===== src/hw/rtl/ple_pkg.sv =====
// ple_pkg: shared types, codes and field widths of the positional list engine
// no dependencies; used by the channel interfaces, the entry store and the top level
`default_nettype none

package ple_pkg;

   // fixed field widths of the request and response items
   localparam int FuncWidth     = 3;
   localparam int PositionWidth = 5;
   localparam int ValueWidth    = 32;
   localparam int StatusWidth   = 2;
   localparam int CountWidth    = 5;

   // default list depth
   localparam int DefaultCapacity = 16;

   typedef enum logic [FuncWidth-1:0] {
      FN_INS_FRONT = 3'd0,
      FN_INS_BACK  = 3'd1,
      FN_INS_POS   = 3'd2,
      FN_DEL_FRONT = 3'd3,
      FN_DEL_BACK  = 3'd4,
      FN_DEL_POS   = 3'd5
   } func_type;

   typedef enum logic [StatusWidth-1:0] {
      ST_OK     = 2'd0,
      ST_EMPTY  = 2'd1,
      ST_BADPOS = 2'd2,
      ST_FULL   = 2'd3
   } status_type;

endpackage

`default_nettype wire


===== src/hw/rtl/ple_req_if.sv =====
// ple_req_if: valid/ready request channel of the positional list engine
// depends on ple_pkg for the field widths
`default_nettype none

interface ple_req_if
   import ple_pkg::*;
();
   logic                           valid;
   logic                           ready;
   logic        [FuncWidth-1:0]    func;
   logic        [PositionWidth-1:0] position;
   logic signed [ValueWidth-1:0]   value;

   modport source (output valid, func, position, value, input ready);
   modport sink   (input valid, func, position, value, output ready);
endinterface

`default_nettype wire


===== src/hw/rtl/ple_rsp_if.sv =====
// ple_rsp_if: valid/ready response channel of the positional list engine
// depends on ple_pkg for the field widths
`default_nettype none

interface ple_rsp_if
   import ple_pkg::*;
();
   logic                          valid;
   logic                          ready;
   logic signed [ValueWidth-1:0]  removed_value;
   logic        [StatusWidth-1:0] status;
   logic        [CountWidth-1:0]  entry_count;

   modport source (output valid, removed_value, status, entry_count, input ready);
   modport sink   (input valid, removed_value, status, entry_count, output ready);
endinterface

`default_nettype wire


===== src/hw/rtl/ple_store.sv =====
// ple_store: entry memory of the list, one write and one registered read per cycle
// depends on ple_pkg for the word width
`default_nettype none

module ple_store
   import ple_pkg::*;
#(
   parameter int Capacity = DefaultCapacity,
   localparam int IdxWidth = (Capacity > 1) ? $clog2(Capacity) : 1
) (
   input  wire logic                  clock,
   input  wire logic                  wr_en,
   input  wire logic [IdxWidth-1:0]   wr_addr,
   input  wire logic [ValueWidth-1:0] wr_data,
   input  wire logic [IdxWidth-1:0]   rd_addr,
   output      logic [ValueWidth-1:0] rd_data
);

   logic [ValueWidth-1:0] mem [Capacity];
   logic [ValueWidth-1:0] rd_data_ff;

   always_ff @(posedge clock) begin
      if (wr_en) begin
         mem[wr_addr] <= wr_data;
      end
   end

   always_ff @(posedge clock) begin
      rd_data_ff <= mem[rd_addr];
   end

   assign rd_data = rd_data_ff;

endmodule

`default_nettype wire


===== src/hw/rtl/positional_list_engine.sv =====
// positional_list_engine: ordered list of signed words with positional insert and delete
// depends on ple_pkg, ple_req_if, ple_rsp_if and ple_store
//
// usage
//   req_if carries one request item: func, position (1-based) and value.
//   rsp_if returns exactly one item per request: removed_value, status and
//   entry_count after the request. both are valid/ready channels.
// timing
//   the list lives in a single-port-write memory with a registered read; a
//   small sequencer moves each entry with a read state, then a write state,
//   using one shared +/-1 index unit and index compares against the walk end.
//   a rejected or unused request goes straight to the response state.
//   req_if.ready is high only while the engine is idle, so one item is in
//   flight at a time.
// reset
//   synchronous, active high: the list becomes empty, no response pending.
//   memory contents are not cleared; only entries below the count are read.
// back pressure
//   the response is held in registers until rsp_if.ready; no new request is
//   taken until the held response has been delivered.
`default_nettype none

module positional_list_engine
   import ple_pkg::*;
#(
   parameter int CAPACITY = DefaultCapacity
) (
   input wire logic  clock,
   input wire logic  reset,
   ple_req_if.sink   req_if,
   ple_rsp_if.source rsp_if
);

   // index into the store, count that can hold CAPACITY itself
   localparam int IdxWidth = (CAPACITY > 1) ? $clog2(CAPACITY) : 1;
   localparam int CntWidth = $clog2(CAPACITY + 1);
   // compare width wide enough for position and count + 1
   localparam int CmpWidth = ((CntWidth > PositionWidth) ? CntWidth : PositionWidth) + 1;

   // sequencer states, one-hot
   typedef enum logic [7:0] {
      S_IDLE     = 8'b0000_0001,
      S_SHIFT_RD = 8'b0000_0010,  // read the neighbor of the current slot
      S_SHIFT_WR = 8'b0000_0100,  // write it into the current slot
      S_PUT      = 8'b0000_1000,  // drop the new word into the opened gap
      S_GRAB_RD  = 8'b0001_0000,  // read the word being deleted
      S_GRAB     = 8'b0010_0000,  // capture it
      S_DROP     = 8'b0100_0000,  // shrink the count
      S_RESP     = 8'b1000_0000   // response waiting on rsp_if
   } state_type;

   state_type state_ff, state_in;

   logic                  is_ins_ff, is_ins_in;   // direction of the shift walk
   logic [IdxWidth-1:0]   ptr_ff, ptr_in;         // slot being written
   logic [IdxWidth-1:0]   limit_ff, limit_in;     // walk end: gap index or last index
   logic [ValueWidth-1:0] word_ff, word_in;       // word to insert
   logic [CntWidth-1:0]   count_ff, count_in;
   logic [ValueWidth-1:0] removed_ff, removed_in;
   status_type            status_ff, status_in;

   // store port
   logic                  wr_en;
   logic [IdxWidth-1:0]   wr_addr;
   logic [ValueWidth-1:0] wr_data;
   logic [IdxWidth-1:0]   rd_addr;
   logic [ValueWidth-1:0] rd_data;

   // shared index unit
   logic [IdxWidth-1:0]   ptr_step;
   logic                  walk_more;

   // request decode
   logic                  req_take;
   logic [CmpWidth-1:0]   pos_ext;
   logic [CmpWidth-1:0]   cnt_ext;
   logic [CmpWidth-1:0]   pos_m1;
   logic [IdxWidth-1:0]   pos_idx;
   logic [IdxWidth-1:0]   cnt_idx;
   logic [IdxWidth-1:0]   last_idx;
   logic                  list_full;
   logic                  list_empty;
   logic                  ins_bad;
   logic                  del_bad;
   logic [IdxWidth-1:0]   ins_idx;
   logic [IdxWidth-1:0]   del_idx;

   ple_store #(
      .Capacity (CAPACITY)
   ) u_store (
      .clock   (clock),
      .wr_en   (wr_en),
      .wr_addr (wr_addr),
      .wr_data (wr_data),
      .rd_addr (rd_addr),
      .rd_data (rd_data)
   );

   assign req_take = req_if.valid && (state_ff == S_IDLE);

   assign pos_ext    = CmpWidth'(req_if.position);
   assign cnt_ext    = CmpWidth'(count_ff);
   assign pos_m1     = pos_ext - CmpWidth'(1);
   assign pos_idx    = pos_m1[IdxWidth-1:0];
   assign cnt_idx    = IdxWidth'(count_ff);
   assign last_idx   = IdxWidth'(count_ff - CntWidth'(1));
   assign list_full  = (count_ff == CntWidth'(CAPACITY));
   assign list_empty = (count_ff == '0);

   // position zero and positions past the end are rejected
   assign ins_bad = (pos_ext == '0) || (pos_ext > (cnt_ext + CmpWidth'(1)));
   assign del_bad = (pos_ext == '0) || (pos_ext > cnt_ext);

   always_comb begin
      case (req_if.func)
         FN_INS_FRONT: ins_idx = '0;
         FN_INS_BACK:  ins_idx = cnt_idx;
         default:      ins_idx = pos_idx;
      endcase
      case (req_if.func)
         FN_DEL_FRONT: del_idx = '0;
         FN_DEL_BACK:  del_idx = last_idx;
         default:      del_idx = pos_idx;
      endcase
   end

   // one +/-1 step toward the walk end
   assign ptr_step  = is_ins_ff ? (ptr_ff - IdxWidth'(1)) : (ptr_ff + IdxWidth'(1));
   assign walk_more = (ptr_step != limit_ff);

   // store addressing
   always_comb begin
      wr_en   = 1'b0;
      wr_addr = ptr_ff;
      wr_data = rd_data;
      rd_addr = ptr_ff;
      case (state_ff)
         S_SHIFT_RD: rd_addr = ptr_step;
         S_SHIFT_WR: wr_en   = 1'b1;
         S_PUT: begin
            wr_en   = 1'b1;
            wr_addr = limit_ff;
            wr_data = word_ff;
         end
         default: ;
      endcase
   end

   // sequencer
   always_comb begin
      state_in   = state_ff;
      is_ins_in  = is_ins_ff;
      ptr_in     = ptr_ff;
      limit_in   = limit_ff;
      word_in    = word_ff;
      count_in   = count_ff;
      removed_in = removed_ff;
      status_in  = status_ff;
      case (state_ff)
         S_IDLE: begin
            if (req_take) begin
               word_in    = req_if.value;
               removed_in = '0;
               status_in  = ST_OK;
               state_in   = S_RESP;
               case (req_if.func)
                  FN_INS_FRONT, FN_INS_BACK, FN_INS_POS: begin
                     if (list_full) begin
                        status_in = ST_FULL;
                     end else if ((req_if.func == FN_INS_POS) && ins_bad) begin
                        status_in = ST_BADPOS;
                     end else begin
                        // walk from the end down to the gap
                        is_ins_in = 1'b1;
                        limit_in  = ins_idx;
                        ptr_in    = cnt_idx;
                        state_in  = (cnt_idx == ins_idx) ? S_PUT : S_SHIFT_RD;
                     end
                  end
                  FN_DEL_FRONT, FN_DEL_BACK, FN_DEL_POS: begin
                     if (list_empty) begin
                        status_in = ST_EMPTY;
                     end else if ((req_if.func == FN_DEL_POS) && del_bad) begin
                        status_in = ST_BADPOS;
                     end else begin
                        // walk from the hole up to the last entry
                        is_ins_in = 1'b0;
                        limit_in  = last_idx;
                        ptr_in    = del_idx;
                        state_in  = S_GRAB_RD;
                     end
                  end
                  default: ;  // unused codes leave the list alone
               endcase
            end
         end
         S_SHIFT_RD: state_in = S_SHIFT_WR;
         S_SHIFT_WR: begin
            ptr_in = ptr_step;
            if (walk_more) begin
               state_in = S_SHIFT_RD;
            end else begin
               state_in = is_ins_ff ? S_PUT : S_DROP;
            end
         end
         S_PUT: begin
            count_in = count_ff + CntWidth'(1);
            state_in = S_RESP;
         end
         S_GRAB_RD: state_in = S_GRAB;
         S_GRAB: begin
            removed_in = rd_data;
            state_in   = (ptr_ff != limit_ff) ? S_SHIFT_RD : S_DROP;
         end
         S_DROP: begin
            count_in = count_ff - CntWidth'(1);
            state_in = S_RESP;
         end
         S_RESP: begin
            if (rsp_if.ready) begin
               state_in = S_IDLE;
            end
         end
         default: state_in = S_IDLE;
      endcase
   end

   always_ff @(posedge clock) begin
      if (reset) begin
         state_ff <= S_IDLE;
         count_ff <= '0;
      end else begin
         state_ff <= state_in;
         count_ff <= count_in;
      end
   end

   always_ff @(posedge clock) begin
      is_ins_ff  <= is_ins_in;
      ptr_ff     <= ptr_in;
      limit_ff   <= limit_in;
      word_ff    <= word_in;
      removed_ff <= removed_in;
      status_ff  <= status_in;
   end

   // channel outputs
   assign req_if.ready         = (state_ff == S_IDLE);
   assign rsp_if.valid         = (state_ff == S_RESP);
   assign rsp_if.removed_value = removed_ff;
   assign rsp_if.status        = status_ff;
   assign rsp_if.entry_count   = CountWidth'(count_ff);

endmodule

`default_nettype wire

===== src/flat_wrapper.sv =====
// flat-port wrapper written by rule: the top's interface ports become plain ports
module positional_list_engine_flat import ple_pkg::*;
#(
   parameter int CAPACITY = DefaultCapacity
)
  (clock, reset, req_if_valid, req_if_func, req_if_position, req_if_value, req_if_ready, rsp_if_valid, rsp_if_removed_value, rsp_if_status, rsp_if_entry_count, rsp_if_ready);
  ple_req_if req_if_i ();
  ple_rsp_if rsp_if_i ();
  input wire logic clock;
  input wire logic reset;
  input wire logic [$bits(req_if_i.valid)-1:0] req_if_valid;
  input wire logic [$bits(req_if_i.func)-1:0] req_if_func;
  input wire logic [$bits(req_if_i.position)-1:0] req_if_position;
  input wire logic [$bits(req_if_i.value)-1:0] req_if_value;
  output wire logic [$bits(req_if_i.ready)-1:0] req_if_ready;
  output wire logic [$bits(rsp_if_i.valid)-1:0] rsp_if_valid;
  output wire logic [$bits(rsp_if_i.removed_value)-1:0] rsp_if_removed_value;
  output wire logic [$bits(rsp_if_i.status)-1:0] rsp_if_status;
  output wire logic [$bits(rsp_if_i.entry_count)-1:0] rsp_if_entry_count;
  input wire logic [$bits(rsp_if_i.ready)-1:0] rsp_if_ready;
  assign req_if_i.valid = req_if_valid;
  assign req_if_i.func = req_if_func;
  assign req_if_i.position = req_if_position;
  assign req_if_i.value = req_if_value;
  assign req_if_ready = req_if_i.ready;
  assign rsp_if_valid = rsp_if_i.valid;
  assign rsp_if_removed_value = rsp_if_i.removed_value;
  assign rsp_if_status = rsp_if_i.status;
  assign rsp_if_entry_count = rsp_if_i.entry_count;
  assign rsp_if_i.ready = rsp_if_ready;
  positional_list_engine #(.CAPACITY(CAPACITY)) u_core (.clock(clock), .reset(reset), .req_if(req_if_i), .rsp_if(rsp_if_i));
endmodule

===== config.mk =====
export PLATFORM = sky130hd
export DESIGN_NAME = positional_list_engine_flat
export DESIGN_NICKNAME = d
export VERILOG_FILES = /design/src/hw/rtl/ple_pkg.sv /design/src/hw/rtl/ple_req_if.sv /design/src/hw/rtl/ple_rsp_if.sv /design/src/hw/rtl/ple_store.sv /design/src/hw/rtl/positional_list_engine.sv /design/src/flat_wrapper.sv
export SDC_FILE = /design/constraint.sdc
export NUM_CORES = 1
export LEC_CHECK = 0
export ABC_CLOCK_PERIOD_IN_PS = 3510
export BUFFER_PORTS_ARGS = -buffer_cell sky130_fd_sc_hd__buf_2
export CORE_ASPECT_RATIO = 0.9
export CORE_MARGIN = 2
export CORE_UTILIZATION = 30
export CTS_BUF_LIST = sky130_fd_sc_hd__clkbuf_16
export DETAILED_ROUTE_END_ITERATION = 7
export GPL_TIMING_DRIVEN = 0
export PLACE_DENSITY = 0.5
export REMOVE_ABC_BUFFERS = 1
export SETUP_SLACK_MARGIN = 0.5
export SYNTH_ARGS = -nofsm -noshare
export SYNTH_HDL_FRONTEND = slang
export SYNTH_SLANG_ARGS = --single-unit

===== constraint.sdc =====
create_clock -name clock -period 3.51 [get_ports clock]
set_input_delay 0.351 -clock clock [delete_from_list [all_inputs] [get_ports clock]]
set_output_delay 0.351 -clock clock [all_outputs]
set_load 0.01 [all_outputs]

==> run metrics, run 1 <==
Final nets 2646; register bit total from synthesis about 630; Primary FF master, synth edfxtp_1; total number of vias 21200; CP cell instances fa_2 -> xnor2_4 -> nor3_4 -> buf_6 -> buf_16 -> nand2_2 -> buf_12 -> nor2_1 -> or4_1 -> nand4_1; Die Span X 333 um; pre-CTS setup slack -0.384 ns; Startpoint Class register; max-cap viol count 0; Power Dens Cells roughly 560 mW/mm2; drt wl/cell 23.2 um; largest net degree at the start of global routing slightly above 80; Inst Count DP 3693; worst-margin pin slew 1.04 ns; combinational share of power 0.163; Post-synth EDFFs 587; Area growth, synth to finish 23.9%; largest cells by area after synthesis edfxtp_1 (60%), mux2i_1 (8.9%), nor2_1 (5.7%), o21ai_0 (4.0%), a22oi_1 (3.3%); vias per cell 5.41; Internal Power ~15 mW; IO Count 85; hold path start rsp_if_ready; sw power 5.39 mW; Distinct cells, synth just under 70; Switching Fraction 0.265; status finished clean; Post-DRT Antenna Nets 0; post-synth top area share 0.604; input/output buffers 84; initial antenna violation count 0; total CTS buffers 73; top-count cell post-synth edfxtp_1; min cycle time layout 2.95 ns; fin cells between 3000 and 4000; Core Footprint 0.0965 mm2; Hold Vio Cnt, Final 0; drt pass-1 iters 7; setup ws final approximately 0.56 ns; chip height roughly 300 um; Synth top cells by count edfxtp_1 (587), nor2_1 (445), mux2i_1 (260); total grt overflow 0; Peak Freq between 300 and 400 MHz; Slew HR 0.301; Final Total Pwr approximately 20 mW; Hold WC Path Type in2reg; Starting Density 0.303; Clk pin slew, worst setup/hold paths ~0.060 ns; RSZ-0062 raised after global routing true; share of layout cells above drive strength 1 0.146; Clock Skew about 0.026 ns; leakage power total about 13 nW; Crit Reg-Reg Endpoint u_core.u_store.rd_data[1]$_DFF_P_; gr usage total 0.177; Final setup viols 0; flop-to-flop setup slack around 0.56 ns; die area 0.0998 mm2; floorplan row count approximately 110; IR drop worst, VDD ~0.29 mV; R2R depth 10; worst setup path category reg2reg; Hold Path End u_core.state_ff[0]$_SDFFE_PP1P_; crit path DAT 3.47 ns; Fillers around 9000; setup TNS 0 ns; largest stage delay on the critical path approximately 0.54 ns; Cell Area, Synth roughly 0.03 mm2; Final Util 0.375; Synth Instances 2435; CP Capture Type register; ant diodes 0; Syn Area/Cell about 12 um2; dpl hpwl around 57 mm; FFs w/ async S/R, synth 0; Req. time, crit path approximately 4 ns; Seq pwr share 0.455; Max H-tree Level 3; first-pass GRT wire length around 130 mm; WHS Path Cells 3; Clock power frac 0.382; vias in the first global route approximately 22000; area leader, netlist edfxtp_1; drc violations 0; Seq/Total Area, Yosys 0.635; Worst path slowest cell or4_1; clk_lat worst skew roughly 0.62 ns; Starting DRT DRC Count roughly 2000; Total Wirelength between 90 and 100 mm; CTS tree yes; Synthesis Warnings 0; root buffer cell clkbuf_16; launching point of the worst reg2reg path u_core.ptr_ff[0]$_DFFE_PP_; worst-path fanout max 33; CTS sink cnt 632; Final period util 0.839; Pins Over Slew Limit 0; CTS Buffer Depth 3; gp weighted congestion just under 0.8
critical path: cells and delay by family, from the launching register on:
kind	cells	cell delay, ns
XOR/XNOR	1	0.29
flip-flops	1	0.46
buffers and inverters	3	0.59
adder cells (fa/ha/maj)	1	0.52
AND/OR/NAND/NOR	5	0.97
how the worst max path moves through the flow:
stage,from,endpoint
final,u_core.ptr_ff[0]$_DFFE_PP_,u_core.u_store.rd_data[1]$_DFF_P_
after CTS,u_core.rsp_if.entry_count[0]$_SDFFE_PP0P_,u_core.ptr_ff[0]$_DFFE_PP_
after global placement,u_core.ptr_ff[0]$_DFFE_PP_,u_core.u_store.rd_data[1]$_DFF_P_
after floorplan,u_core.ptr_ff[0]$_DFFE_PP_,u_core.u_store.rd_data[30]$_DFF_P_
after detailed placement,u_core.state_ff[2]$_SDFFE_PP0P_,u_core.u_store.mem[9][4]$_DFFE_PP_
after global routing,u_core.state_ff[2]$_SDFFE_PP0P_,u_core.u_store.mem[7][12]$_DFFE_PP_
power groups by stage:
| stage | Combinational, mW | Clock, mW | Sequential [mW] |
|---|---|---|---|
| finish | 3.32 | 7.78 | 9.26 |
| global route | 3.61 | 8.26 | 9.30 |
| CTS | 3.30 | 7.96 | 9.27 |
| detailed placement | 3.16 | 0 | 9.43 |
| global placement | 3.10 | 0 | 9.64 |
| floorplan | 1.95 | 0 | 9.54 |
flip-flops by register name (all words and copies together), names as in the netlist:
name,count
u_core.rsp_if.status,2
u_core.rsp_if.removed_value,32
u_core.u_store.rd_data,32
u_core.is_ins_ff,1
u_core.state_ff,8
u_core.word_ff,32
u_core.u_store.mem,512
u_core.limit_ff,4
u_core.ptr_ff,4
u_core.rsp_if.entry_count,5
per-layer routing:
| layer | vias to the layer above | GRT usage | wire, um |
|---|---|---|---|
| li1 | 9507 | - | - |
| met1 | 10700 | 0.225 | 38600 |
| met2 | 711 | 0.305 | 44300 |
| met3 | 191 | 0.0244 | 4620 |
| met4 | 0 | 0.0692 | 2970 |
| met5 | - | 0 | 0 |
metrics by stage:
stage	area (um2)	hold WS [ns]
after floorplan	28500	0.420
after global placement	30500	0.521
after detailed placement	32600	0.519
after CTS	36100	0.0155
after global routing	36200	0.0540
final	36200	0.0570
area by class of cell:
type / count / area (um2) / area share
clock buffer: 77 / 1930 / 0.0533
clock inverter: 56 / 532 / 0.0147
inverter: 21 / 78.8 / 0.00218
multi-input combinational: 1609 / 10300 / 0.284
sequential: 632 / 18500 / 0.512
tap: 1265 / 1580 / 0.0438
timing repair buffer: 248 / 3240 / 0.0897
placed cells by master (no fill, tap or decap), types with 9 or more instances in the layout:
cell type,n
buf_2,84
clkinv_2,18
or4_1,32
nand4_1,125
nand3_1,13
a31oi_1,9
inv_1,26
bufinv_16,10
xnor2_1,13
dlygate4sd3_1,33
o22ai_1,35
o21ai_0,234
edfxtp_1,587
nor2_4,16
nor2_1,429
nand2_1,120
mux2i_1,260
buf_12,42
a22oi_1,130
buf_8,13
clkinv_1,14
dfxtp_1,42
a21oi_1,13
buf_16,42
clkbuf_16,78
and2_1,32
ha_1,15
buf_4,31
timing repair:
| item | 4_1_cts | 5_1_grt |
|---|---|---|
| resized for setup | 19 | 9 |
| hold buffers | 33 | 0 |
| pin swaps | 27 | 1 |
| gates cloned | 1 | 1 |
| setup endpoints to repair | 599 | 48 |
| endpoints found under the hold margin | 38 | 0 |
| buffers inserted | 42 | 5 |
cells by family (layout without fill, tap and decap cells):
family / Yosys count / after routing / share of synthesized area
buf+inv: 194 / 402 / 0.0270
compound gates: 474 / 474 / 0.0998
xor+xnor: 20 / 20 / 0.00647
simple gates: 837 / 837 / 0.135
fa+ha+maj: 17 / 17 / 0.00754
mux: 261 / 261 / 0.0895
flops: 632 / 632 / 0.635
Power figures use the tool's default switching activity.
==> inputs of run 2 (changes only) <==
ABC_AREA = 1   (was default)
ABC_CLOCK_PERIOD_IN_PS = 2450   (was 3510)
clock period = 2.45 ns   (was 3.51 ns; I/O delays follow)
==> run 2 against run 1 <==
Compared with the run above: the flow now finishes with violations (setup timing); non-clock buffer count is 168 higher; final cell count shrank 2.8%; clock power rose by 32%; largest cell class unchanged; clock-buffer cell count fell by 1; sequential cell count stayed put.
==> run metrics, run 2 <==
hold path start req_if_position[0]; WHS Path Cells 4; CTS tree yes; post-synth top area share 0.668; largest net degree at the start of global routing 78; Crit Reg-Reg Endpoint u_core.u_store.mem[0][14]$_DFFE_PP_; min cycle time layout between 2 and 3 ns; Top delay family on crit path buffers and inverters; vias in the first global route about 17000; Final nets between 2000 and 3000; clk_lat worst skew 0.61 ns; flop-to-flop setup slack -0.14 ns; Seq/Total Area, Yosys 0.702; root buffer cell clkbuf_16; first-pass GRT wire length 113 mm; Die Span X approximately 320 um; Clock Skew around 0.028 ns; failing checks setup timing; largest stage delay on the critical path about 0.34 ns; leakage power total 14.0 nW; die area 0.0904 mm2; R2R depth 14; Power Dens Cells 783 mW/mm2; Distinct cells, synth 40; status finished with violations; FFs w/ async S/R, synth 0; CTS sink cnt around 630; worst-path fanout max 12; share of layout cells above drive strength 1 0.249; IO Count 85; Starting DRT DRC Count approximately 2000; initial antenna violation count 0; drt wl/cell 24.7 um; total grt overflow 0; Final Util 0.416; Startpoint Class register; Primary FF master, synth edfxtp_1; area leader, netlist edfxtp_1; commonest non-fill, non-tap cell in the layout edfxtp_1; Final period util 1.06; floorplan row count 103; WP buf/inv 8; Total Wirelength 94.0 mm; input/output buffers between 80 and 90; CP cell instances nor2_4 -> inv_2 -> nor4_4 -> buf_8 -> buf_12 -> inv_12 -> nand2_2 -> o21ai_4 -> inv_2 -> nand3_4 -> buf_4 -> nor2_4 -> buf_12 -> buf_12; crit path DAT roughly 2.9 ns; ant diodes 0; largest cells by area after synthesis edfxtp_1 (67%), o211ai_1 (6.2%), nand2_1 (5.3%), inv_1 (4.7%), nand3_1 (4.2%); total number of vias 19200; Hold Path End u_core.ptr_ff[0]$_DFFE_PP_; Core Footprint 0.0874 mm2; Hold WC Path Type in2reg; Post-DRT Antenna Nets 0; Pins Over Slew Limit 0; worst setup path category reg2reg; IR drop worst, VDD roughly 0.46 mV; Worst path slowest cell dfxtp_2; most frequent cells in the layout edfxtp_1 (587), nand2_1 (354), inv_1 (346); chip height roughly 290 um; Starting Density 0.302; Synth top cells by count edfxtp_1 (587), nand2_1 (376), inv_1 (330); Max H-tree Level 3; total CTS buffers slightly above 70; Slew HR 0.182; setup ws final -0.137 ns; Area growth, synth to finish 37.7%; Clk pin slew, worst setup/hold paths approximately 0.060 ns; max reg flops between 500 and 600; Post-synth EDFFs about 590; Synth Instances 2197; vias per cell slightly above 5; CTS Buffer Depth 3; RSZ-0062 raised after global routing true; Hold Vio Cnt, Final 0; Peak Freq between 300 and 400 MHz; max-cap viol count 0; drc violations 0; register bit total from synthesis between 600 and 700; worst-margin pin slew about 1.2 ns; Synthesis Warnings 0; Req. time, crit path around 2.8 ns; Cell Area, Synth about 0.026 mm2; CP Capture Type register; Final setup viols ~410; top-count cell post-synth edfxtp_1; launching point of the worst reg2reg path u_core.state_ff[1]$_SDFFE_PP0P_; setup TNS -22.96 ns; Syn Area/Cell 12.0 um2; gp weighted congestion 0.788; dpl hpwl 40.6 mm; largest reg by FF count u_core.u_store.mem; drt pass-1 iters 6; Crit path top cell by count buf_12; gr usage total 0.169; Fillers roughly 7900
[run 2: changes by cell type in the layout (fill, tap and decap cells not counted), moves of 46 or more]
cell	previous run	this run
mux2i_1	260	0
o211ai_1	4	218
buf_4	31	102
o21ai_0	234	45
nor2_1	429	43
nand4_1	125	8
o21ai_1	1	47
nand2_1	120	354
a22oi_1	130	0
nand3_1	13	208
inv_1	26	346
clkbuf_16	78	127
[run 2: logic make-up (layout without fill, tap and decap cells)]
group,Yosys count,count (layout),share of synthesized area
and+or+nand+nor,691,702,0.112
DFF,632,632,0.702
adders and majority gates,17,17,0.00834
AOI/OAI and AO/OA,375,379,0.0966
buffers and inverters,468,901,0.0759
xor gates and xnor gates,14,14,0.00465
[run 2: metal layers]
layer | track usage | vias up | share of wire
li1 | - | 8566 | -
met1 | 0.228 | 9436 | 0.41
met2 | 0.280 | 963 | 0.47
met3 | 0.0278 | 200 | 0.081
met4 | 0.0499 | 0 | 0.036
met5 | 0 | - | 0
[run 2: power by group]
| group | total [mW] | internal (mW) | leakage [nW] | switching [mW] |
|---|---|---|---|---|
| clock | 10.3 | 6.00 | 1.21 | 4.29 |
| combinational | 5.23 | 1.88 | 7.04 | 3.35 |
| sequential | 12.9 | 12.8 | 5.71 | 0.128 |
[run 2: worst max path at each step]
stage | startpoint | end | slack (ns) | cells after the start
floorplan | u_core.state_ff[2]$_SDFFE_PP0P_ | u_core.u_store.rd_data[1]$_DFF_P_ | -3.22 | 12
global placement | u_core.state_ff[0]$_SDFFE_PP1P_ | u_core.u_store.mem[6][26]$_DFFE_PP_ | -6.91 | 7
detailed placement | u_core.state_ff[0]$_SDFFE_PP1P_ | u_core.u_store.mem[14][19]$_DFFE_PP_ | -1.28 | 10
CTS | u_core.state_ff[3]$_SDFFE_PP0P_ | u_core.u_store.rd_data[29]$_DFF_P_ | -0.06 | 13
global route | u_core.state_ff[1]$_SDFFE_PP0P_ | u_core.u_store.mem[0][14]$_DFFE_PP_ | -0.20 | 14
finish | u_core.state_ff[1]$_SDFFE_PP0P_ | u_core.u_store.mem[0][14]$_DFFE_PP_ | -0.14 | 14
[run 2: area by class of cell]
class	count	area [um2]	area share
Clock buffer	76	1900	0.0524
Clock inverter	55	348	0.00958
Inverter	351	1410	0.0387
Multi-Input combinational cell	1112	6840	0.188
Sequential cell	632	18600	0.511
Tap cell	1155	1450	0.0398
Timing Repair Buffer	416	5800	0.160
Timing Repair inverter	3	28.8	0.000792
[run 2: timing repair]
item / CTS / global route
endpoints found under the hold margin: 41 / 0
hold buffers: 34 / 0
gates cloned: 19 / 72
endpoints found under the setup margin: 1175 / 1171
gates resized for setup: 114 / 177
pin swaps: 40 / 71
buffers inserted: 75 / 98
[run 2: tightest hold or removal path: stages]
cell and delay (ns):
buf_2 0.12, o22ai_1 0.12, o21ai_0 0.09, o21ai_0 0.07
[run 2: stage by stage]
stage / instance area, um2 / std cells / total power [mW] / setup slack [ns] / hold WS [ns]
global route: 36300 / 3800 / 29.4 / -0.198 / 0.171
finish: 36300 / 3800 / 28.5 / -0.137 / 0.144
global placement: 27600 / 3319 / 16.6 / -6.91 / 0.424
floorplan: 25700 / 2080 / 15.3 / -3.22 / 0.314
detailed placement: 28900 / 3371 / 16.7 / -1.28 / 0.424
CTS: 33200 / 3630 / 27.3 / -0.0614 / 0.120
